==> config.mk <==
export PLATFORM = sky130hd
export DESIGN_NAME = hhs_cell
export DESIGN_NICKNAME = d
export VERILOG_FILES = /design/src/hhs_pkg.sv /design/src/hhs_cell.sv
export SDC_FILE = /design/constraint.sdc
export NUM_CORES = 1
export LEC_CHECK = 0
export ABC_AREA = 1
export BUFFER_PORTS_ARGS = -buffer_cell sky130_fd_sc_hd__buf_2
export CAP_MARGIN = 20
export CORE_MARGIN = 3
export CORE_UTILIZATION = 45
export CTS_BUF_LIST = sky130_fd_sc_hd__clkbuf_2
export CTS_CLUSTER_SIZE = 40
export DETAILED_ROUTE_END_ITERATION = 6
export GPL_TIMING_DRIVEN = 0
export PLACE_DENSITY = 0.66
export SYNTH_ARGS = -nofsm -noshare
export SYNTH_HDL_FRONTEND = slang
export SYNTH_SLANG_ARGS = --single-unit
==> constraint.sdc <==
create_clock -name clock -period 7.25 [get_ports clock]
set_clock_uncertainty 0.1 [all_clocks]
set_input_delay 0.3625 -clock clock [delete_from_list [all_inputs] [get_ports clock]]
set_output_delay 0.3625 -clock clock [all_outputs]
set_load 0.005 [all_outputs]
==> src/hhs_pkg.sv <==
`timescale 1ns / 1ps
`default_nettype none
// ----------------------------------------------------------------------------
// Heartbeat health supervisor package
// Shared widths, codes, reset values, the result structure and the structures
// that travel between the top level and the row of channel cells.
// ----------------------------------------------------------------------------
package hhs_pkg;

   localparam int CHANNELS  = 5;
   localparam int MASK_W    = 5;
   localparam int TIME_W    = 32;
   localparam int LIMIT_W   = 16;
   localparam int CH_W      = 3;
   localparam int ACT_W     = 2;
   localparam int CSR_IDX_W = 3;

   localparam logic [ACT_W-1:0] ACT_TICK  = 2'd0;
   localparam logic [ACT_W-1:0] ACT_BEAT  = 2'd1;
   localparam logic [ACT_W-1:0] ACT_CHECK = 2'd2;

   localparam logic [CSR_IDX_W-1:0] REG_LIMIT_INPUT   = 3'd0;
   localparam logic [CSR_IDX_W-1:0] REG_LIMIT_RUNTIME = 3'd1;
   localparam logic [CSR_IDX_W-1:0] REG_LIMIT_STORAGE = 3'd2;
   localparam logic [CSR_IDX_W-1:0] REG_LIMIT_AUDIO   = 3'd3;
   localparam logic [CSR_IDX_W-1:0] REG_LIMIT_MONITOR = 3'd4;
   localparam logic [CSR_IDX_W-1:0] REG_STARTUP_GRACE = 3'd5;

   localparam logic [LIMIT_W-1:0] GRACE_RESET = 16'd15000;

   localparam logic [MASK_W-1:0] ALL_MASK = MASK_W'((1 << CHANNELS) - 1);

   // Reset value of the timeout limit of one channel.
   function automatic logic [LIMIT_W-1:0] limit_reset(input logic [CSR_IDX_W-1:0] idx);
      logic [LIMIT_W-1:0] val;
      case (idx)
         REG_LIMIT_INPUT:   val = 16'd1500;
         REG_LIMIT_RUNTIME: val = 16'd1500;
         REG_LIMIT_STORAGE: val = 16'd10000;
         REG_LIMIT_AUDIO:   val = 16'd5000;
         REG_LIMIT_MONITOR: val = 16'd2000;
         default:           val = '0;
      endcase
      return val;
   endfunction

   // Check token that ripples down the cell row collecting mask bits.
   typedef struct packed {
      logic              valid;
      logic [MASK_W-1:0] healthy;
      logic [MASK_W-1:0] timeout;
   } hhs_token_type;

   // Controls broadcast from the top level to every cell.
   typedef struct packed {
      logic                 beat;
      logic [CH_W-1:0]      beat_ch;
      logic [TIME_W-1:0]    time_now;
      logic                 to_en;
      logic                 csr_we;
      logic [CSR_IDX_W-1:0] csr_idx;
      logic [LIMIT_W-1:0]   csr_data;
   } hhs_cell_ctl_type;

   // One result.
   typedef struct packed {
      logic [MASK_W-1:0] seen_mask;
      logic [MASK_W-1:0] alive_mask;
      logic [MASK_W-1:0] expired_mask;
      logic              startup_done;
      logic              watchdog_armed;
      logic              feed;
      logic              fault;
      logic [CH_W-1:0]   fault_channel;
   } hhs_rsp_type;

endpackage
`default_nettype wire

==> src/hhs_cell.sv <==
`timescale 1ns / 1ps
`default_nettype none
// ----------------------------------------------------------------------------
// Heartbeat health supervisor channel cell
// Holds one channel's last beat time, seen bit and limit, and adds its own
// healthy and timeout bits to the check token on its way down the row.
// ----------------------------------------------------------------------------
module hhs_cell import hhs_pkg::*; (
   input  wire logic             clock,
   input  wire logic             reset,
   input  wire logic [CH_W-1:0]  cell_id,
   input  wire hhs_cell_ctl_type ctl,
   input  wire hhs_token_type    tok_up,
   output hhs_token_type         tok_out,
   output logic                  seen
);

   logic [TIME_W-1:0]  last_ff;
   logic [LIMIT_W-1:0] limit_ff;
   logic               seen_ff;
   hhs_token_type      tok_ff;
   hhs_token_type      tok_in;

   logic [TIME_W-1:0] elapsed;
   logic              ok;
   logic [MASK_W-1:0] my_bit;

   always_comb begin
      elapsed = ctl.time_now - last_ff;
      ok      = seen_ff && (elapsed[TIME_W-1:LIMIT_W] == '0)
                && (elapsed[LIMIT_W-1:0] <= limit_ff);
      my_bit  = MASK_W'(1) << cell_id;
      tok_in.valid   = tok_up.valid;
      tok_in.healthy = tok_up.healthy | (ok ? my_bit : '0);
      tok_in.timeout = tok_up.timeout | ((!ok && ctl.to_en) ? my_bit : '0);
   end

   always_ff @(posedge clock) begin
      if (reset) begin
         seen_ff  <= 1'b0;
         limit_ff <= limit_reset(cell_id);
         tok_ff   <= '0;
      end else begin
         tok_ff <= tok_in;
         if (ctl.beat && (ctl.beat_ch == cell_id)) begin
            seen_ff <= 1'b1;
         end
         if (ctl.csr_we && (ctl.csr_idx == cell_id)) begin
            limit_ff <= ctl.csr_data;
         end
      end
   end

   always_ff @(posedge clock) begin
      if (ctl.beat && (ctl.beat_ch == cell_id)) begin
         last_ff <= ctl.time_now;
      end
   end

   assign tok_out = tok_ff;
   assign seen    = seen_ff;

endmodule
`default_nettype wire

# Yosys cells after proc, flatten, opt, wreduce, memory -nomap -nowiden
# Cells that the tools add are included.
word_totals:
  latch_bits: 0
  mem_bits_ro: 0
  inputBits: 73
  ramBits: 0
  output_inout_bits: 12
  memories: 0
  regBits: 60
  elab_cells: 32
op_classes:
  multipliers: 0
  shifts: 1
  order_cmp: 1
  eq_ne: 6
  n_reduce_logical: 10
  n_bitwise: 2
  add_sub_neg: 1
  div_mod_pow: 0
  n_mux: 5
ops:
  columns: ["operator", "count"]
  rows:
  - ["one-hot mux 14 bit (4 select lines)", 1]
  - ["2-to-1 mux 16 bit", 2]
  - ["subtractor 32 bit", 1]
  - ["<= comparator 16 bit", 1]
  - ["zero test 16 bit", 1]
  - ["2-to-1 mux 5 bit", 2]
  - ["bitwise OR 5 bit", 2]
  - ["== test 3 x 2 -> 1 bit (second input constant)", 2]
  - ["== test 3 bit", 2]
  - ["logical AND 1 bit", 5]
  - ["left shift 1 x 3 -> 5 bit (first input constant)", 1]
  - ["== test 3 x 1 -> 1 bit (second input constant)", 1]
  - ["== test 3 bit (second input constant)", 1]
  - ["zero test 3 bit", 1]
  - ["nonzero test 2 bit", 1]
  - ["OR reduction 2 bit", 1]
  - ["zero test 1 bit", 1]

# Logic depth before layout (Yosys ltp)
# Gate-level depths: netlist of run 1.
logic_depth:
  word_depth: 8
  ltp_mapped: 26

# Worst setup path before layout of run 1
# Ideal clock, no wire load.
synth_path:
  path_kind: "in2reg"
  start: "in cell_id[1]"
  end: "reg last_ff[0] (enable)"
  path_slack_ps: 797
  path_buffers: 0
  cell_stages: 4
  arrival_time_ps: 5753
  cell_sequence: "inv_1 nand2_1 nand2_1 a2111oi_0"
synth_between:
  elab_chain_cells: 2
synth_lines:
  columns: ["element", "line", "source"]
  rows:
  - ["from (decl)", "hhs_cell.sv:11", "input wire logic [CH_W-1:0] cell_id,"]
  - ["== test 3 bit", "hhs_cell.sv:55", "if (ctl.beat && (ctl.beat_ch == cell_id)) begin"]
  - ["logical AND 1 bit", "hhs_cell.sv:55", null]
  - ["to (signal assigned)", "hhs_cell.sv:56", "last_ff <= ctl.time_now;"]
  - ["to (decl)", "hhs_cell.sv:18", "logic [TIME_W-1:0] last_ff;"]
# Every way passes these cells.
# A chain may end at the register's enable or synchronous reset.

# Worst setup path after layout of run 1
layout_path:
  start: "in ctl[21] in the netlist's numbering"
  end: "reg tok_ff, in the netlist tok_out[1]"
layout_between:
  elab_chain_cells: 8
layout_lines:
  columns: ["element", "line", "source"]
  rows:
  - ["from (decl)", "hhs_cell.sv:12", "input wire hhs_cell_ctl_type ctl,"]
  - ["subtractor 32 bit *", "hhs_cell.sv:29", "elapsed = ctl.time_now - last_ff;"]
  - ["branches (longest 2 deep; another with <= comparator 16 bit)", null, null]
  - ["logical AND 1 bit *", "hhs_cell.sv:31", "&& (elapsed[LIMIT_W-1:0] <= limit_ff);"]
  - ["zero test 1 bit *", "hhs_cell.sv:35", "tok_in.timeout = tok_up.timeout | ((!ok && ctl.to_en) ? my_bit : '0);"]
  - ["logical AND 1 bit *", "hhs_cell.sv:35", null]
  - ["2-to-1 mux 5 bit *", "hhs_cell.sv:35", null]
  - ["bitwise OR 5 bit *", "hhs_cell.sv:35", null]
  - ["to (signal assigned)", "hhs_cell.sv:44", "tok_ff <= tok_in;"]
  - ["to (decl)", "hhs_cell.sv:21", "hhs_token_type tok_ff;"]
# Mark *: on every way between the ends.

==> results by group, run 1 <==
Run status
  – Status: completed

Placement
  – Dpl hpwl: between 10000 and 15000 microns
  – Buffers on Ports: between 80 and 90
  – Post-Place Cells: just over 1000
  – Routability congestion estimate: 0.887

Route
  – DRT iter0 DRCs: 266
  – Pre-antenna DRT Iters: 4
  – ANT nets after route: 0
  – Post-Route WL: around 13000 microns
  – Vias after detailed routing: just over 5000
  – Routed len/inst: approximately 12 microns
  – Routed vias/inst: 4.64
  – DRC Markers: 0

Yosys
  – Syn_nets: slightly above 900
  – EDFF count, synth: 48
  – Commonest cells post-synth: 261 x nand2_1, 182 x inv_1, 59 x nor2_1, 48 x edfxtp_1, 47 x ha_1
  – Top cell type's share of synthesized area: 0.267
  – Most frequent cell after synthesis: nand2_1
  – Ys async rst share: 0
  – Synth Area per Inst: 6.74 sq um
  – Post-synth top flop: edfxtp_1
  – Number of synthesized register bits: 60
  – Leading area contributor after synthesis: edfxtp_1
  – Mapped cell area: around 5400 sq um
  – YS warnings: 0
  – Area contributors post-synth: edfxtp_1 27%, nand2_1 18%, inv_1 13%
  – Cells after synthesis: 801
  – Unique masters post-synth: 34
  – Seq/Total Area, Yosys: 0.311

Setup path
  – R2R depth: 24
  – R2R Setup Slk: between 3000 and 4000 ps
  – Crit. End Element: register
  – Critical path peak fanout: 6
  – Critical path origin: ctl[21]
  – Critical setup path kind: primary input to register
  – Worst R2R Start: last_ff[0]
  – R2r endpoint: tok_out[1]
  – Worst Path Required: around 7600 ps
  – CP arrival: 4500 ps
  – Crit path launch type: primary input

STA
  – Max-slew headroom: 0.610
  – Tmin final: between 4000 and 5000 ps
  – Final setup TNS: 0 ps
  – RSZ-0062 raised after global routing: no
  – Highest clock rate: 0.243 GHz
  – Fin. max-slew vios: 0
  – Endpoints failing hold: 0
  – Worst-margin pin slew: between 500 and 600 ps
  – Final worst path period share: 0.567
  – Count of final setup violators: 0

Final layout
  – Synth-to-Final Area Change: 26.3%
  – # diodes: 0
  – Nets: 1088
  – Non-filler cells in the finished layout: 1115
  – # fillers: between 1000 and 1500
  – Fraction of layout cells with a size suffix above 1: 0.182
  – Fin util: 0.590

Min path
  – WHS Endpoint: limit_ff[9]
  – Hold Startpoint: reset
  – WHS Path Cells: 3
  – Worst Hold Class: primary input to register

Global routing
  – Number of global-route vias before repair: 4957
  – Initial antenna violation count: 0
  – Total grt overflow: 0
  – GRT Util Overall: 0.206
  – Largest net degree at the start of global routing: 13
  – First-pass GRT wire length: roughly 22000 microns

Power
  – Sequential share of power: 0.402
  – Switching share of power: 0.373
  – Comb pwr share: 0.370
  – PD cells: approximately 150 nW/um^2
  – P_sw: between 300 and 400 uW
  – Leak Pwr: 3.83 nW
  – Worst IR Drop VDD: 0.0906 mV
  – Power, Total: ~1.0 mW
  – Total internal power: 630 uW
  – Power share of the clock group: 0.228

Floorplan
  – Chip width: about 120 microns
  – Io pins: 85
  – FP Rows: 39
  – Die area: between 10000 and 15000 sq um
  – CORE AREA: 11600 sq um
  – Initial Utilization: 0.467
  – Die H: 116 microns

Clocking
  – CTS tree: yes
  – Post-CTS sizing: 0
  – Root Buffer: clkbuf_2
  – Max Buffers Root-to-Sink: 2
  – Clk sinks: 60
  – H-tree Lvls: 3
  – Num CTS Buffers: 9
  – Post-CTS setup repair buffer count: 0
  – Clock latency on the worst-skew pair: a little under 600 ps
  – CTS Hold Bufs: 65
  – Clock Pin Slew Worst Setup and Hold Paths: 210 ps

Job
  – Max-cap viol count: 0
-- flip-flops by register name (all words and copies together) (netlist names) --
signal and count:
seen 1, limit_ff 16, tok_out 11, last_ff 32
-- logic make-up after synthesis --
kind of cell / count (synthesis) / share of synthesized area
xor gates and xnor gates: 17 / 0.0276
and+or+nand+nor: 420 / 0.350
adders and majority gates: 48 / 0.113
buffers and inverters: 201 / 0.140
DFF: 60 / 0.311
AOI/OAI and AO/OA: 55 / 0.0588
-- critical path, stage by stage --
cell	delay, ps
dlygate4sd3_1	530
buf_2	110
inv_1	40
ha_1	210
fa_1	400
inv_1	130
nand2_1	60
nand2_1	80
nand3_1	90
nand2_2	120
nand2_1	60
nand2_1	140
xor2_1	220
ha_1	270
nand4_1	110
a21oi_1	50
nor2_1	110
nand2_1	60
nand2_1	70
nand3_1	120
nor2_4	110
nand2_4	70
nor2_8	160
nand2_4	80
nand3_1	70
a21oi_1	60
dlygate4sd3_1	610
-- layout make-up --
cell class | count | area [sq um] | share of cell area
Tap cell | 143 | 179 | 0.0262
Buffer | 3 | 11.3 | 0.00165
Clock inverter | 7 | 76.3 | 0.0112
Sequential cell | 60 | 1680 | 0.246
Multi-Input combinational cell | 540 | 2970 | 0.436
Clock buffer | 9 | 45.0 | 0.00660
Inverter | 198 | 743 | 0.109
Timing Repair Buffer | 155 | 1110 | 0.163
-- routing by layer --
| metal | vias to the layer above | GRT usage | share of wire |
|---|---|---|---|
| li1 | 2782 | - | - |
| met1 | 2248 | 0.262 | 0.48 |
| met2 | 123 | 0.340 | 0.44 |
| met3 | 17 | 0.0475 | 0.059 |
| met4 | 0 | 0.0837 | 0.018 |
| met5 | - | 0 | 0 |
-- cells in the final DEF (no fill, tap or decap), types with 14 or more instances in the layout --
cell type / instances
nand3_1: 32
nand2_2: 15
buf_2: 86
inv_2: 15
dlygate4sd3_1: 65
nor2_1: 59
edfxtp_1: 48
ha_1: 47
a21oi_1: 31
inv_1: 182
xor2_1: 14
nand2_1: 261
-- power groups by stage --
stage               logic (mW)  clock network (mW)  registers [mW]
finish                   0.371               0.229           0.404
CTS                      0.371               0.238           0.404
global placement         0.336                   0           0.413
floorplan                0.250                   0           0.412
detailed placement       0.342                   0           0.412
global route             0.430               0.252           0.406
-- worst max-delay path by stage --
stage	to	slack, ps
after floorplan	last_ff[0]	800
after global placement	last_ff[21]	-2360
after detailed placement	tok_out[3]	3620
after CTS	tok_out[3]	3170
after global routing	tok_out[0]	2820
final	tok_out[1]	3140
-- stage by stage --
step	area, sq um	setup WS (ps)	hold WS [ps]
2_1_floorplan	5400	797	361
3_3_place_gp	6000	-2360	385
3_5_place_dp	6050	3620	399
4_1_cts	6820	3170	6.70
5_1_grt	6820	2820	8.42
6_report	6820	3140	71.8
No activity file was read; power rests on OpenSTA's default activity.
==> run 2: changes to the inputs <==
==> constraint.sdc (replaced) <==
create_clock -name clock -period 4.25 [get_ports clock]
set_clock_uncertainty 0.1 [all_clocks]
set_input_delay 0.2125 -clock clock [delete_from_list [all_inputs] [get_ports clock]]
set_output_delay 0.2125 -clock clock [all_outputs]
set_load 0.005 [all_outputs]
==> results by group, run 2 (synthesis results as in run 1) <==
Power
  – Total internal power: 1.08 mW (+72%)
  – Power, Total: 1.68 mW (+67%)
  – Power share of the clock group: 0.208 (-0.020)
  – Leak Pwr: 3.87 nW (+0.98%)
  – Sequential share of power: 0.409 (+0.007)
  – PD cells: 243 nW/um^2 (+65%)
  – Worst IR Drop VDD: 0.152 mV (+67%)
  – Switching share of power: 0.356 (-0.0165)
  – P_sw: 600 uW (+60%)
  – Comb pwr share: 0.383 (+0.013)

Final layout
  – # fillers: 1121 (+1.6%)
  – Biggest register: last_ff
  – Most common cell after layout, fill and taps aside: nand2_1
  – Synth-to-Final Area Change: 28.3%
  – Post-route design area: 6930 sq um (+1.6%)
  – Nets: 1096 (+0.74%)
  – Most frequent cells in the layout: 260 x nand2_1, 181 x inv_1, 84 x buf_2, 75 x dlygate4sd3_1, 59 x nor2_1
  – Fraction of layout cells with a size suffix above 1: 0.181 (-0.00149)
  – Largest register FFs: 32 (unchanged)

Route
  – DRC Markers: 0 (unchanged)
  – DRT iter0 DRCs: 222 (-17%)
  – Routed vias/inst: 4.59 (-1.0%)
  – Pre-antenna DRT Iters: 5 (+1)
  – M1 WL: 6170 microns (-0.58%)
  – ANT nets after route: 0 (unchanged)
  – Routed len/inst: 11.5 microns (-0.94%)
  – Vias after detailed routing: 5159 (-0.21%)
  – WL met3: 790 microns (+3.1%)
  – Metal2 WL: 5560 microns (-3.5%)
  – Uppermost layer routed: met4
  – Post-Route WL: 13000 microns (-0.14%)

STA
  – Final worst path period share: 0.921
  – Fin. max-slew vios: 0 (unchanged)
  – Max-slew headroom: 0.565 (-0.0449)
  – Count of final setup violators: 0 (unchanged)
  – Hold slack: 66.8 ps (-5.09 ps)
  – Tmin final: between 3000 and 4000 ps
  – Final setup TNS: 0 ps (unchanged)
  – Worst-margin pin slew: 653 ps (+71.2 ps)
  – Endpoints failing hold: 0 (unchanged)
  – Highest clock rate: between 0.2 and 0.3 GHz
  – RSZ-0062 raised after global routing: no
  – Setup ws final: 336 ps (-2800 ps)

Setup path
  – R2r endpoint: tok_out[5]
  – Critical setup path kind: register to register
  – R2R Setup Slk: 340 ps (-2840 ps)
  – Worst Path Required: 4640 ps (-3000 ps)
  – CP arrival: 4300 ps (-200 ps)
  – Critical path peak fanout: 6 (unchanged)
  – R2R depth: 24 (unchanged)
  – Worst R2R Start: last_ff[0]
  – Crit. End Element: register
  – Crit path launch type: register

Global routing
  – First-pass GRT wire length: 21600 microns (-0.82%)
  – GRT Util Overall: 0.204 (-0.00287)
  – Largest net degree at the start of global routing: 16 (+3)
  – Number of global-route vias before repair: 4887 (-1.4%)
  – Total grt overflow: 0 (unchanged)
  – Initial antenna violation count: 1 (+1)

Clocking
  – Num CTS Buffers: 9 (unchanged)
  – CTS tree: yes
  – Clock latency on the worst-skew pair: 530 ps (-50 ps)
  – Max Buffers Root-to-Sink: 2 (unchanged)
  – Clock Pin Slew Worst Setup and Hold Paths: 170 ps (-40 ps)
  – Root Buffer: clkbuf_2
  – Clk sinks: 60 (unchanged)
  – H-tree Lvls: 3 (unchanged)

Min path
  – WHS Path Cells: 4 (+1)
  – Hold Startpoint: cell_id[0]
  – Worst Hold Class: primary input to register
  – WHS Endpoint: limit_ff[13]

Floorplan
  – Initial Utilization: 0.467 (unchanged)
  – CORE AREA: 11600 sq um (unchanged)
  – Die H: 116 microns (unchanged)
  – Die area: 13400 sq um (unchanged)
  – Io pins: 85 (unchanged)
  – FP Rows: 39 (unchanged)
  – Chip width: 116 microns (unchanged)

Run status
  – Status: completed

Placement
  – Dpl hpwl: 10100 microns (+0.89%)
  – Placed Area: 6050 sq um (about the same)
  – Place WS: 802 ps (-2820 ps)
  – Buffers on Ports: 84 (unchanged)
  – Routability congestion estimate: 0.883 (-0.52%)

Job
  – Max-cap viol count: 0 (unchanged)
-- run 2: metal layers --
metal | GRT usage | vias to the layer above
met5 | 0 | -
met4 | 0.0939 | 0
met3 | 0.0386 | 31
met2 | 0.327 | 133
met1 | 0.266 | 2193
li1 | - | 2802
-- run 2: through the flow --
stage	utilization	std cells
final	0.599	1124
after global placement	0.519	1028
after floorplan	-	801
after detailed placement	0.523	1031
after global routing	0.599	1124
after CTS	0.597	1122
-- run 2: layout make-up --
type                    count  area, sq um  share of cell area
repair buffers            163         1210               0.175
flip-flops and latches     60         1680               0.243
plain buffers               3         11.3             0.00163
clock buffers              12         60.1             0.00867
well taps                 143          179              0.0258
clock inverters             4         42.5             0.00614
inverters                 198          743               0.107
diodes                      1         2.50            0.000361
multi-input cells         540         3000               0.432
-- run 2: what timing repair did --
item	4_1_cts	5_1_grt
setup endpoints to repair	0	9
setup buffers	0	1
hold buffers	75	0
hold endpoints to repair	64	0
gates resized for setup	0	4
-- run 2: worst max-delay path, stage by stage, from the launching register on --
cell and delay, ps:
edfxtp_1 400, ha_1 220, fa_2 360, inv_2 90
nand2_1 50, nand2_1 80, nand3_1 90, nand2_2 120
nand2_1 70, nand2_2 90, xor2_2 180, ha_1 250
nand4_1 120, a21oi_1 50, nor2_1 100, nand2_1 60
nand2_1 70, nand3_1 120, nor2_4 110, nand2_4 70
nor2_8 180, buf_4 140, nand3_2 60, a21oi_2 120
dlygate4sd3_1 560
-- run 2: worst max-delay path by stage --
stage | start | endpoint | slack (ps) | depth (start not counted)
after floorplan | cell_id[1] | last_ff[0] | 1150 | 4
after global placement | cell_id[1] | last_ff[19] | -160 | 5
after detailed placement | last_ff[0] | tok_out[0] | 800 | 23
after CTS | last_ff[0] | tok_out[3] | 230 | 24
after global routing | last_ff[0] | tok_out[3] | 0.9 | 24
final | last_ff[0] | tok_out[5] | 340 | 24
-- run 2: power groups by stage --
stage | Combinational (mW) | Sequential [mW] | Clock [mW]
after floorplan | 0.427 | 0.702 | 0
after global placement | 0.574 | 0.702 | 0
after detailed placement | 0.585 | 0.702 | 0
after CTS | 0.642 | 0.689 | 0.363
after global routing | 0.745 | 0.694 | 0.378
final | 0.645 | 0.689 | 0.349
